File: src/rtl/core/assert_macros.svh
// assertion macros shared by the rcap rtl files
// no dependencies; included inside module bodies
`ifndef ASSERT_MACROS_SVH
`define ASSERT_MACROS_SVH

// same-cycle implication, disabled during reset
`define ASSERT_IMPLY(lbl, clk, rst, ante, cons) \
   lbl: assert property (@(posedge clk) disable iff (rst) (ante) |-> (cons)) \
      else $error("rcap assertion failed");

// next-cycle implication, disabled during reset
`define ASSERT_NEXT(lbl, clk, rst, ante, cons) \
   lbl: assert property (@(posedge clk) disable iff (rst) (ante) |=> (cons)) \
      else $error("rcap assertion failed");

`endif

File: src/rtl/core/rcap_pkg.sv
// shared types and constants of the resp command array parser
// no dependencies; imported by rcap_parse_core and resp_command_array_parser
`timescale 1ns / 1ps

package rcap_pkg;

   // counter widths
   localparam int COUNT_BITS  = 16;
   localparam int LENGTH_BITS = 32;
   localparam int LIMIT_BITS  = 8;
   localparam int WIDE_BITS   = LENGTH_BITS + 4;

   // largest legal count and length, at the width of acc * 10 + digit
   localparam logic [WIDE_BITS-1:0] COUNT_MAX  = (WIDE_BITS'(1) << COUNT_BITS) - WIDE_BITS'(1);
   localparam logic [WIDE_BITS-1:0] LENGTH_MAX = (WIDE_BITS'(1) << LENGTH_BITS) - WIDE_BITS'(1);

   // characters of the protocol
   localparam logic [7:0] CHAR_STAR   = 8'h2A;
   localparam logic [7:0] CHAR_DOLLAR = 8'h24;
   localparam logic [7:0] CHAR_CR     = 8'h0D;
   localparam logic [7:0] CHAR_LF     = 8'h0A;
   localparam logic [7:0] CHAR_ZERO   = 8'h30;
   localparam logic [7:0] CHAR_NINE   = 8'h39;

   localparam logic [LIMIT_BITS-1:0] LIMIT_RESET = LIMIT_BITS'(32);

   // per-byte event codes
   typedef enum logic [2:0] {
      EV_FRAME     = 3'd0,
      EV_NAME_KEEP = 3'd1,
      EV_NAME_DROP = 3'd2,
      EV_ARG       = 3'd3,
      EV_ELEM_DONE = 3'd4,
      EV_CMD_DONE  = 3'd5,
      EV_ERROR     = 3'd6
   } event_type;

   // error codes
   typedef enum logic [2:0] {
      ERR_NONE       = 3'd0,
      ERR_NOT_ARRAY  = 3'd1,
      ERR_BAD_DIGIT  = 3'd2,
      ERR_MISSING_LF = 3'd3,
      ERR_EMPTY      = 3'd4,
      ERR_NOT_BULK   = 3'd5,
      ERR_TRAILER    = 3'd6,
      ERR_OVERFLOW   = 3'd7
   } error_type;

   // one result transaction
   typedef struct packed {
      event_type              event_res;
      logic [7:0]             payload_byte;
      logic [COUNT_BITS-1:0]  element_index;
      logic [LENGTH_BITS-1:0] element_length;
      logic [COUNT_BITS-1:0]  argument_count;
      error_type              error_code;
   } result_type;

endpackage

File: src/rtl/core/rcap_parse_core.sv
// parse state and per-byte classification of the resp command parser
// depends on rcap_pkg and assert_macros.svh
`timescale 1ns / 1ps

module rcap_parse_core (
   input  logic                           clock,
   input  logic                           reset,
   input  logic                           step_en,
   input  logic [7:0]                     data_byte,
   input  logic [rcap_pkg::LIMIT_BITS-1:0] name_keep_limit,
   output rcap_pkg::result_type           result
);
   import rcap_pkg::*;

   `include "assert_macros.svh"

   typedef enum logic [3:0] {
      PH_WAIT     = 4'd0,
      PH_COUNT    = 4'd1,
      PH_COUNT_LF = 4'd2,
      PH_BTYPE    = 4'd3,
      PH_BLEN     = 4'd4,
      PH_BLEN_LF  = 4'd5,
      PH_DATA     = 4'd6,
      PH_TCR      = 4'd7,
      PH_TLF      = 4'd8,
      PH_RESYNC   = 4'd9
   } phase_type;

   phase_type              phase_ff, phase_in;
   logic [COUNT_BITS-1:0]  elems_left_ff, elems_left_in;
   logic [LENGTH_BITS-1:0] acc_ff, acc_in;
   logic [LENGTH_BITS-1:0] pay_left_ff, pay_left_in;
   logic [LIMIT_BITS-1:0]  keep_left_ff, keep_left_in;
   logic [COUNT_BITS-1:0]  cur_elem_ff, cur_elem_in;
   logic [COUNT_BITS-1:0]  total_args_ff, total_args_in;

   logic                   is_digit;
   logic [WIDE_BITS-1:0]   acc_wide;
   logic                   acc_over;
   logic [LIMIT_BITS-1:0]  limit_eff;
   logic [LENGTH_BITS-1:0] pay_left_dec;
   event_type              ev;
   error_type              err;
   logic [7:0]             pay;

   // decimal digit accumulate: acc * 10 + digit
   assign is_digit = (data_byte >= CHAR_ZERO) && (data_byte <= CHAR_NINE);
   assign acc_wide = ({4'd0, acc_ff} << 3) + ({4'd0, acc_ff} << 1)
                   + {{(WIDE_BITS-4){1'b0}}, data_byte[3:0]};
   assign acc_over = (phase_ff == PH_COUNT) ? (acc_wide > COUNT_MAX)
                                            : (acc_wide > LENGTH_MAX);
   assign limit_eff    = (name_keep_limit == '0) ? LIMIT_BITS'(1) : name_keep_limit;
   assign pay_left_dec = pay_left_ff - LENGTH_BITS'(1);

   // next state and classification of the current byte
   always_comb begin
      phase_in      = phase_ff;
      elems_left_in = elems_left_ff;
      acc_in        = acc_ff;
      pay_left_in   = pay_left_ff;
      keep_left_in  = keep_left_ff;
      cur_elem_in   = cur_elem_ff;
      total_args_in = total_args_ff;
      ev            = EV_FRAME;
      err           = ERR_NONE;
      pay           = 8'd0;
      unique case (phase_ff)
         PH_WAIT, PH_RESYNC: begin
            if (data_byte == CHAR_STAR) begin
               phase_in      = PH_COUNT;
               acc_in        = '0;
               elems_left_in = '0;
               cur_elem_in   = '0;
               total_args_in = '0;
            end else if (phase_ff == PH_WAIT) begin
               err = ERR_NOT_ARRAY;
            end
         end
         PH_COUNT, PH_BLEN: begin
            if (is_digit) begin
               if (acc_over) err = ERR_OVERFLOW;
               else acc_in = acc_wide[LENGTH_BITS-1:0];
            end else if (data_byte == CHAR_CR) begin
               phase_in = (phase_ff == PH_COUNT) ? PH_COUNT_LF : PH_BLEN_LF;
            end else begin
               err = ERR_BAD_DIGIT;
            end
         end
         PH_COUNT_LF: begin
            if (data_byte != CHAR_LF) begin
               err = ERR_MISSING_LF;
            end else if (acc_ff == '0) begin
               err = ERR_EMPTY;
            end else begin
               elems_left_in = acc_ff[COUNT_BITS-1:0];
               total_args_in = acc_ff[COUNT_BITS-1:0] - COUNT_BITS'(1);
               cur_elem_in   = '0;
               phase_in      = PH_BTYPE;
            end
         end
         PH_BTYPE: begin
            if (data_byte == CHAR_DOLLAR) begin
               acc_in   = '0;
               phase_in = PH_BLEN;
            end else begin
               err = ERR_NOT_BULK;
            end
         end
         PH_BLEN_LF: begin
            if (data_byte != CHAR_LF) begin
               err = ERR_MISSING_LF;
            end else begin
               pay_left_in = acc_ff;
               if (cur_elem_ff == '0) begin
                  // long names keep one byte less than the limit
                  if (acc_ff > {{(LENGTH_BITS-LIMIT_BITS){1'b0}}, limit_eff})
                     keep_left_in = limit_eff - LIMIT_BITS'(1);
                  else
                     keep_left_in = acc_ff[LIMIT_BITS-1:0];
               end
               phase_in = (acc_ff != '0) ? PH_DATA : PH_TCR;
            end
         end
         PH_DATA: begin
            pay = data_byte;
            if (cur_elem_ff == '0) begin
               if (keep_left_ff != '0) begin
                  ev           = EV_NAME_KEEP;
                  keep_left_in = keep_left_ff - LIMIT_BITS'(1);
               end else begin
                  ev = EV_NAME_DROP;
               end
            end else begin
               ev = EV_ARG;
            end
            pay_left_in = pay_left_dec;
            if (pay_left_dec == '0) phase_in = PH_TCR;
         end
         PH_TCR: begin
            if (data_byte == CHAR_CR) phase_in = PH_TLF;
            else err = ERR_TRAILER;
         end
         PH_TLF: begin
            if (data_byte != CHAR_LF) begin
               err = ERR_TRAILER;
            end else begin
               elems_left_in = elems_left_ff - COUNT_BITS'(1);
               if (elems_left_ff == COUNT_BITS'(1)) begin
                  ev       = EV_CMD_DONE;
                  phase_in = PH_WAIT;
               end else begin
                  ev          = EV_ELEM_DONE;
                  cur_elem_in = cur_elem_ff + COUNT_BITS'(1);
                  phase_in    = PH_BTYPE;
               end
            end
         end
         default: phase_in = PH_RESYNC;
      endcase
      // any error drops to resync
      if (err != ERR_NONE) begin
         ev       = EV_ERROR;
         pay      = 8'd0;
         phase_in = PH_RESYNC;
      end
   end

   // result fields from the updated state
   always_comb begin
      result.event_res      = ev;
      result.payload_byte   = pay;
      result.element_index  = cur_elem_in;
      result.element_length = (phase_ff >= PH_BLEN && phase_ff <= PH_TLF) ? acc_in : '0;
      result.argument_count = total_args_in;
      result.error_code     = err;
   end

   // parse state registers
   always_ff @(posedge clock) begin
      if (reset) begin
         phase_ff      <= PH_WAIT;
         elems_left_ff <= '0;
         acc_ff        <= '0;
         pay_left_ff   <= '0;
         keep_left_ff  <= '0;
         cur_elem_ff   <= '0;
         total_args_ff <= '0;
      end else if (step_en) begin
         phase_ff      <= phase_in;
         elems_left_ff <= elems_left_in;
         acc_ff        <= acc_in;
         pay_left_ff   <= pay_left_in;
         keep_left_ff  <= keep_left_in;
         cur_elem_ff   <= cur_elem_in;
         total_args_ff <= total_args_in;
      end
   end

   // an error always leaves the parser resynchronizing
   `ASSERT_NEXT(a_err_resync, clock, reset, step_en && (err != ERR_NONE), phase_ff == PH_RESYNC)
   // a payload byte is only ever seen with a nonzero remaining length
   `ASSERT_IMPLY(a_data_len, clock, reset, step_en && (phase_ff == PH_DATA), pay_left_ff != '0)

endmodule

File: src/rtl/core/resp_command_array_parser.sv
// top level of the resp command array parser: input, output and csr registers
// depends on rcap_pkg, rcap_parse_core and assert_macros.svh
`timescale 1ns / 1ps
//
// channel  direction  handshake            payload
// req_     in         req_valid/req_ready  req_data_byte
// rsp_     out        rsp_valid/rsp_ready  event, byte, index, length, count, error
// csr_     in         csr_wr_en            csr_wr_data (name keep limit)
//
// one byte per clock sustained while rsp_ready stays high; each byte produces exactly one result
// a byte passes the input register, then the parse step into the result register
// the parse step is one pass of the digit accumulate (acc * 10 + digit) and compare
// a stalled rsp_ready holds the pipeline; the input register still takes one byte
// synchronous active-high reset returns to waiting for '*', name limit 32

module resp_command_array_parser (
   input  logic                             clock,
   input  logic                             reset,
   input  logic                             req_valid,
   output logic                             req_ready,
   input  logic [7:0]                       req_data_byte,
   output logic                             rsp_valid,
   input  logic                             rsp_ready,
   output logic [2:0]                       rsp_event_res,
   output logic [7:0]                       rsp_payload_byte,
   output logic [rcap_pkg::COUNT_BITS-1:0]  rsp_element_index,
   output logic [rcap_pkg::LENGTH_BITS-1:0] rsp_element_length,
   output logic [rcap_pkg::COUNT_BITS-1:0]  rsp_argument_count,
   output logic [2:0]                       rsp_error_code,
   input  logic                             csr_wr_en,
   input  logic [rcap_pkg::LIMIT_BITS-1:0]  csr_wr_data
);
   import rcap_pkg::*;

   `include "assert_macros.svh"

   logic                  in_vld_ff;
   logic [7:0]            in_byte_ff;
   logic                  out_vld_ff;
   result_type            out_ff;
   result_type            step_res;
   logic [LIMIT_BITS-1:0] limit_ff;
   logic                  advance;

   // the held byte moves on when the result register is free or draining
   assign advance   = in_vld_ff && (!out_vld_ff || rsp_ready);
   assign req_ready = !in_vld_ff || advance;

   // name keep limit register
   always_ff @(posedge clock) begin
      if (reset) limit_ff <= LIMIT_RESET;
      else if (csr_wr_en) limit_ff <= csr_wr_data;
   end

   // input register
   always_ff @(posedge clock) begin
      if (reset) begin
         in_vld_ff <= 1'b0;
      end else if (req_ready) begin
         in_vld_ff <= req_valid;
      end
      if (req_ready && req_valid) in_byte_ff <= req_data_byte;
   end

   rcap_parse_core u_core (
      .clock           (clock),
      .reset           (reset),
      .step_en         (advance),
      .data_byte       (in_byte_ff),
      .name_keep_limit (limit_ff),
      .result          (step_res)
   );

   // result register
   always_ff @(posedge clock) begin
      if (reset) begin
         out_vld_ff <= 1'b0;
      end else if (advance) begin
         out_vld_ff <= 1'b1;
      end else if (rsp_ready) begin
         out_vld_ff <= 1'b0;
      end
      if (advance) out_ff <= step_res;
   end

   assign rsp_valid          = out_vld_ff;
   assign rsp_event_res      = out_ff.event_res;
   assign rsp_payload_byte   = out_ff.payload_byte;
   assign rsp_element_index  = out_ff.element_index;
   assign rsp_element_length = out_ff.element_length;
   assign rsp_argument_count = out_ff.argument_count;
   assign rsp_error_code     = out_ff.error_code;

   // error code travels with the error event and only with it
   `ASSERT_IMPLY(a_err_code, clock, reset, out_vld_ff, (out_ff.event_res == EV_ERROR) == (out_ff.error_code != ERR_NONE))
   // a held byte is not lost while the result side stalls
   `ASSERT_NEXT(a_in_hold, clock, reset, in_vld_ff && !advance, in_vld_ff && $stable(in_byte_ff))

endmodule
File: config.mk
export PLATFORM = sky130hd
export DESIGN_NAME = resp_command_array_parser
export DESIGN_NICKNAME = d
export VERILOG_FILES = /design/src/rtl/core/rcap_pkg.sv /design/src/rtl/core/rcap_parse_core.sv /design/src/rtl/core/resp_command_array_parser.sv
export VERILOG_INCLUDE_DIRS = /design/src /design/src/rtl/core
export SDC_FILE = /design/constraint.sdc
export NUM_CORES = 1
export LEC_CHECK = 0
export ABC_AREA = 1
export BUFFER_PORTS_ARGS = -buffer_cell sky130_fd_sc_hd__buf_4
export CORE_ASPECT_RATIO = 1.25
export CORE_MARGIN = 2
export CORE_UTILIZATION = 47
export DETAILED_ROUTE_END_ITERATION = 7
export PLACE_DENSITY = 0.73
export SETUP_SLACK_MARGIN = 0.15
export SYNTH_ARGS = -nofsm -noshare
export SYNTH_HDL_FRONTEND = slang
export SYNTH_SLANG_ARGS = --single-unit
File: constraint.sdc
create_clock -name clock -period 3.4 [get_ports clock]
set_input_delay 0.51 -clock clock [delete_from_list [all_inputs] [get_ports clock]]
set_output_delay 0.51 -clock clock [all_outputs]
set_load 0.01 [all_outputs]
; Word-level counts from Yosys, hierarchy flattened
; Index checks and enable logic that the tools add are counted.
[word_totals]
output_inout_bits = 80
word_cells = 155
ff_bits = 220
inputBits = 21
[op_classes]
bitwise_logic = 1
mux = 64
n_eq_ne = 32
n_reduce_logical = 26
magnitude_cmp = 7
n_addsub = 8
[ops]
columns = cell, count
row1 = $mux 16, 12
row2 = $mux 32, 5
row3 = $pmux 16 s3, 2
row4 = $pmux 32 s3, 1
row5 = $logic_not 32->1, 2
row6 = $pmux 32 s2, 1
row7 = $mux 8, 6
row8 = $mux 4, 11
row9 = $add 35x33->36, 1
row10 = $add 36x4->36, 1
row11 = $gt 36x16->1 const B, 1
row12 = $gt 36x32->1 const B, 1
row13 = $gt 32x8->1, 1
row14 = $pmux 16 s2, 1
row15 = $pmux 4 s8, 1
row16 = $reduce_bool 32->1, 1
row17 = $sub 16x1->16 const B, 2
row18 = $sub 32x1->32 const B, 1
row19 = $mux 3, 10
row20 = $pmux 3 s7, 1
row21 = $add 16x1->16 const B, 1
row22 = $eq 16x1->1 const B, 1
row23 = $eq 4x3->1 const B, 4
row24 = $eq 8x6->1 const B, 2
row25 = 32 further kinds, 68

; Logic depth before layout (Yosys ltp)
[logic_depth]
depth_word = 10
ltp_mapped = 27
ltp_nobuf = 27

; Cells and area by module
; From an unflattened synthesis, not the netlist that was laid out.
[hier_totals]
hier_cells = 2215
hier_area_um2 = 15128.3
[by_module_without_submodules]
columns = module, instances, seq_area_each_um2, cells_per_inst, area_each_um2
row1 = rcap_parse_core, 1, 2482.4, 2083, 12195.4
row2 = resp_command_array_parser, 1, 2782.7, 132, 2932.8

; Worst setup path after synthesis
; No wires, ideal clock.
[synth_timing]
kind = register to register
start = register u_core.acc_ff[0]
end = register out_ff, in the netlist rsp_element_length[19], data pin
required_time_ns = 3.134
path_slack_ns = -0.188
n_path_buf = 1
arrival_ns = 3.322
synth_period_minus_slack_ns = 3.588
path_stages_with_launch = 23
setup_ns = 0.266
path_cell_list = dfxtp_1 -> inv_1 -> fa_1 -> inv_1 -> fa_1 -> nand3_1 -> nand3_1 -> nand2_1 -> nand2_1 -> nand2_1 -> nand3_1 -> a21oi_1 -> xor2_1 -> nand2_1 -> nor2_1 -> nand3_4 -> clkinv_2 -> buf_6 -> nand3_2 -> o211ai_1 -> o21ai_1 -> inv_1 -> nor2_1
[synth_via]
elab_chain_cells = 7
word_cells_on_any_way = 8
classes_between = 2 x add/sub / 2 x order compare / 4 x mux
[synth_lines]
columns = item, line
row1 = "start, declared", rcap_parse_core.sv:32  ; logic [LENGTH_BITS-1:0] acc_ff, acc_in;
row2 = "start signal, assigned", rcap_parse_core.sv:192  ; acc_ff <= acc_in;
row3 = $add 35x33->36 *, rcap_parse_core.sv:49  ; assign acc_wide = ({4'd0, acc_ff} << 3) + ({4'd0, acc_ff} << 1)
row4 = $add 36x4->36 *, rcap_parse_core.sv:50  ; + {{(WIDE_BITS-4){1'b0}}, data_byte[3:0]};
row5 = $gt 36x32->1 / $gt 36x16->1 (equally long branches), "rcap_parse_core.sv:52, rcap_parse_core.sv:51"
row6 = $mux 1, rcap_parse_core.sv:51  ; assign acc_over = (phase_ff == PH_COUNT) ? (acc_wide > COUNT_MAX)
row7 = $mux 32 *, rcap_parse_core.sv:82  ; if (acc_over) err = ERR_OVERFLOW;
row8 = $mux 32 *, rcap_parse_core.sv:81  ; if (is_digit) begin
row9 = $pmux 32 s3 *, rcap_parse_core.sv:68  ; unique case (phase_ff)
row10 = "end signal, assigned", resp_command_array_parser.sv:83  ; if (advance) out_ff <= step_res;
row11 = "end, declared", resp_command_array_parser.sv:40  ; result_type out_ff;
; Every way passes the cells marked *; elsewhere a longest branch is shown, timed or not.
; A chain may end at the register's enable or synchronous reset.

; Worst setup path in the final report
[layout_timing]
start = register in_byte_ff[3]
end = register out_ff, in the netlist rsp_element_length[6], data pin
[layout_via]
elab_chain_cells = 6
word_cells_on_any_way = 14
classes_between = 1 x add/sub / 4 x order compare / 2 x eq/ne / 6 x mux / 1 x reduce/logical
[layout_lines]
columns = item, line
row1 = "start, declared", resp_command_array_parser.sv:38  ; logic [7:0] in_byte_ff;
row2 = "start signal, assigned", resp_command_array_parser.sv:62  ; if (req_ready && req_valid) in_byte_ff <= req_data_byte;
row3 = $add 36x4->36, rcap_parse_core.sv:50
row4 = $gt 36x32->1 / $gt 36x16->1 (equally long branches), "rcap_parse_core.sv:52, rcap_parse_core.sv:51"
row5 = $mux 1, rcap_parse_core.sv:51
row6 = $mux 32, rcap_parse_core.sv:82
row7 = $mux 32, rcap_parse_core.sv:81
row8 = $pmux 32 s3 *, rcap_parse_core.sv:68
; Marked as above.

==> impl_metrics.yaml <==
outcome:
  status: "finished with violations"
  violations: "negative setup slack"
global_routing:
  gr-total-overflow: 0
  grt_start_max_net_pins: 70
  antenna_found_initial: 0
  grt_first_pass_wirelength_mm: 73.3
  grt_pass1_vias: 14300
  grtUsageTotal_pct: 27.6
routing:
  wl_mm: 46.9
  ant_nets: 0
  drc: 0
  wl_per_cell_um: 16.8
  firstDrtPassIters: 5
  via_per_inst: 5.43
  vias: 15200
  first_iter_violations: 1446
sta:
  min_period_ns: 3.76
  rsz0062_at_grt: "true"
  hold_slack_ns: 0.155
  drv_slew: 0
  maxSlewHeadroom_pct: 37.0
  fmaxAchievable_mhz: 266
  fin_crit_sh_pct: 111
  finalHoldViolCount: 0
  skew_ns: 0.0190
  setup_violations: 71
  worstMarginPinSlew_ns: 0.945
  final.setup.worst_slack_ns: -0.362
setup_path:
  rr_worst_depth: 23
  r2r-end: "rsp_element_length[6]$_SDFFCE_PN0P_"
  critPathKind: "flip-flop to flip-flop"
  rr_startpoint: "in_byte_ff[3]$_DFFE_PP_"
  cpPeakStageDelay_ns: 0.57
  cp_cell_sequence: "inv_2, fa_1, inv_2, fa_2, nand3_2, nand3_4, nand2_2, nand2_4, nand2_4, nand4_1, nand2_2, nand2_1, nor2_1, nand2_1, o21bai_4, nand3_4, buf_12, buf_12, a21oi_1, o21ai_1, o21ai_2, inv_1, nor2_1"
  cp-end-kind: "flip-flop"
  arrival_ns: 4.15
  crit_path_start_kind: "flip-flop"
  crit_fanout: 4
  required_ns: 3.79
  critPathLaunch: "in_byte_ff[3]$_DFFE_PP_"
  ff2ff_setup_slack_ns: -0.36
  crit_slowest_cell: "fa_1"
  crit_end: "rsp_element_length[6]$_SDFFCE_PN0P_"
final_layout:
  drive_gt1_share_pct: 20.0
  diodes: 0
  post-route-util_pct: 60.5
  mostFrequentLayoutCell: "nand2_1"
  final_cell_mix: "nand2_1 (381), inv_1 (375), buf_4 (252)"
  fin_area_mm2: 0.0188
  nNetsFinal: 2476
  fin_cells: 2797
  synthToLayoutAreaGrowth_pct: 26.3
yosys:
  ys.flop_type: "dfxtp_1"
  ys_top_cells_by_area: "dfxtp_1 (18%), edfxtp_1 (17%), nand2_1 (11%)"
  async_reset_ff_share_pct: 0
  synth_area_mm2: 0.0149
  yosysWarningCount: 0
  synth_edf_count: 86
  ys_seq_elements: 220
  synth.avg_cell_area_um2: 6.93
  syn_inst: 2148
  synth-seq-area-share_pct: 35.3
  synth_top_cell_by_area: "dfxtp_1"
  ys_types: 56
  synth_nets: 2252
  synth_top_area_share_pct: 18.0
clocking:
  h-tree-depth: 1
  path_clk_slew_ns: 0.06
  cts_tree: "built"
  clock_sinks: 220
  cts_made_buffers: 25
  clock_latency_ns: 0.54
  cts_root_buffer: "clkbuf_16"
  hold_buffers: 0
  clock_path_buffers: 3
floorplan:
  core_mm2: 0.0311
  die_h_um: 203
  rows: 72
  initial_core_util_pct: 47.9
  ioPinCount: 101
  dieArea_mm2: 0.0331
  die_x_um: 163
run:
  maxCapViolCount: 0
place:
  gp_congestion: 0.978
  io_buffer_count: 100
  placed_area_mm2: 0.0170
  dp_cells: 2730
  hpwl_mm: 34.5
pwr:
  leakagePower_nw: 8.97
  finalPower_mw: 8.38
  power_density_mw_per_mm2: 445
  vdd_drop_max_uv: 358
min_path:
  min_path_cells: 1
  hold_class: "input port to flip-flop"
critical path: cells and delay by family, from the launching register on:
kind | cells | cell delay (ns)
compound gates | 4 | 0.59
buf+inv | 5 | 0.52
simple gates | 12 | 1.21
flops | 1 | 0.36
fa+ha+maj | 2 | 0.92
routing by layer:
layer | routed length, um | track usage, % | vias up | part of all wire, %
li1 | - | - | 7522 | -
met1 | 18700 | 32.5 | 7048 | 40
met2 | 23200 | 47.8 | 498 | 50
met3 | 2270 | 3.29 | 133 | 4.8
met4 | 2690 | 16.5 | 0 | 5.7
met5 | 0 | 0 | - | 0
state kept, by name (all words and copies together) (netlist names), 16 cells and up:
register and cells:
rsp_element_length 32, u_core.acc_ff 32, u_core.pay_left_ff 32, rsp_argument_count 16
rsp_element_index 16, u_core.cur_elem_ff 16, u_core.elems_left_ff 16, u_core.total_args_ff 16
cell type report:
class / count / area, um^2
fill: 2840 / 12300
multi-input combinational: 1463 / 8440
sequential: 220 / 5280
timing repair buffer: 264 / 2140
inverter: 396 / 1520
clock buffer: 34 / 721
tap: 407 / 509
clock inverter: 11 / 170
timing repair inverter: 2 / 32.5
timing repair:
action / CTS / global route
endpoints found under the hold margin: 0 / 0
pin swaps: 13 / 27
endpoints found under the setup margin: 73 / 90
setup buffers: 8 / 7
gates resized for setup: 62 / 104
gates cloned: 5 / 2
stage by stage:
| stage | setup TNS [ns] | setup slack, ns |
|---|---|---|
| floorplan | 0 | 0.132 |
| global placement | -16.62 | -0.352 |
| detailed placement | -17.35 | -0.389 |
| CTS | -13.12 | -0.277 |
| global route | -28.32 | -0.518 |
| finish | -17.13 | -0.362 |
power by group:
part           switching, mW  internal [mW]  leakage, nW  total, mW
Clock                   1.15           1.80        0.437       2.94
Combinational           1.53          0.872         6.60       2.40
Sequential             0.112           2.92         1.93       3.03
Total                   2.79           5.59         8.97       8.38
how the worst min path moves through the flow:
stage                                                from                                    end  slack [ns]
finish                                   req_data_byte[5]                in_byte_ff[5]$_DFFE_PP_        0.16
CTS                                      req_data_byte[5]                in_byte_ff[5]$_DFFE_PP_        0.14
global placement    u_core.elems_left_ff[14]$_SDFFE_PP0P_  u_core.elems_left_ff[14]$_SDFFE_PP0P_        0.47
global route                             req_data_byte[7]                in_byte_ff[7]$_DFFE_PP_        0.15
floorplan           u_core.elems_left_ff[14]$_SDFFE_PP0P_  u_core.elems_left_ff[14]$_SDFFE_PP0P_        0.45
detailed placement    u_core.pay_left_ff[27]$_SDFFE_PP0P_    u_core.pay_left_ff[27]$_SDFFE_PP0P_        0.47
cells in the mapped netlist (3+ instances only):
cell type	n
nand3_2	6
nand3b_1	11
nand2_1	427
o21ai_0	126
nand3_1	63
nor2_2	12
buf_2	3
buf_1	3
and2_1	3
a21oi_1	193
a31oi_1	5
nor3_1	33
inv_1	381
xor2_1	45
a221oi_1	7
o21ai_1	82
buf_6	5
clkbuf_1	57
nand4_1	24
nor4_1	22
o211ai_1	30
clkinv_1	5
nor2_1	206
inv_2	9
xnor2_1	9
dfxtp_1	134
nand2_2	4
a211oi_1	9
o221ai_1	6
o22ai_1	28
ha_1	81
edfxtp_1	86
logic make-up after synthesis:
family	share of synthesized area, %
AOI/OAI and AO/OA	18.7
xor gates and xnor gates	3.18
and+or+nand+nor	23.7
adders and majority gates	7.07
DFF	35.3
buffers and inverters	12.0
(Power assumes the default switching activity.)
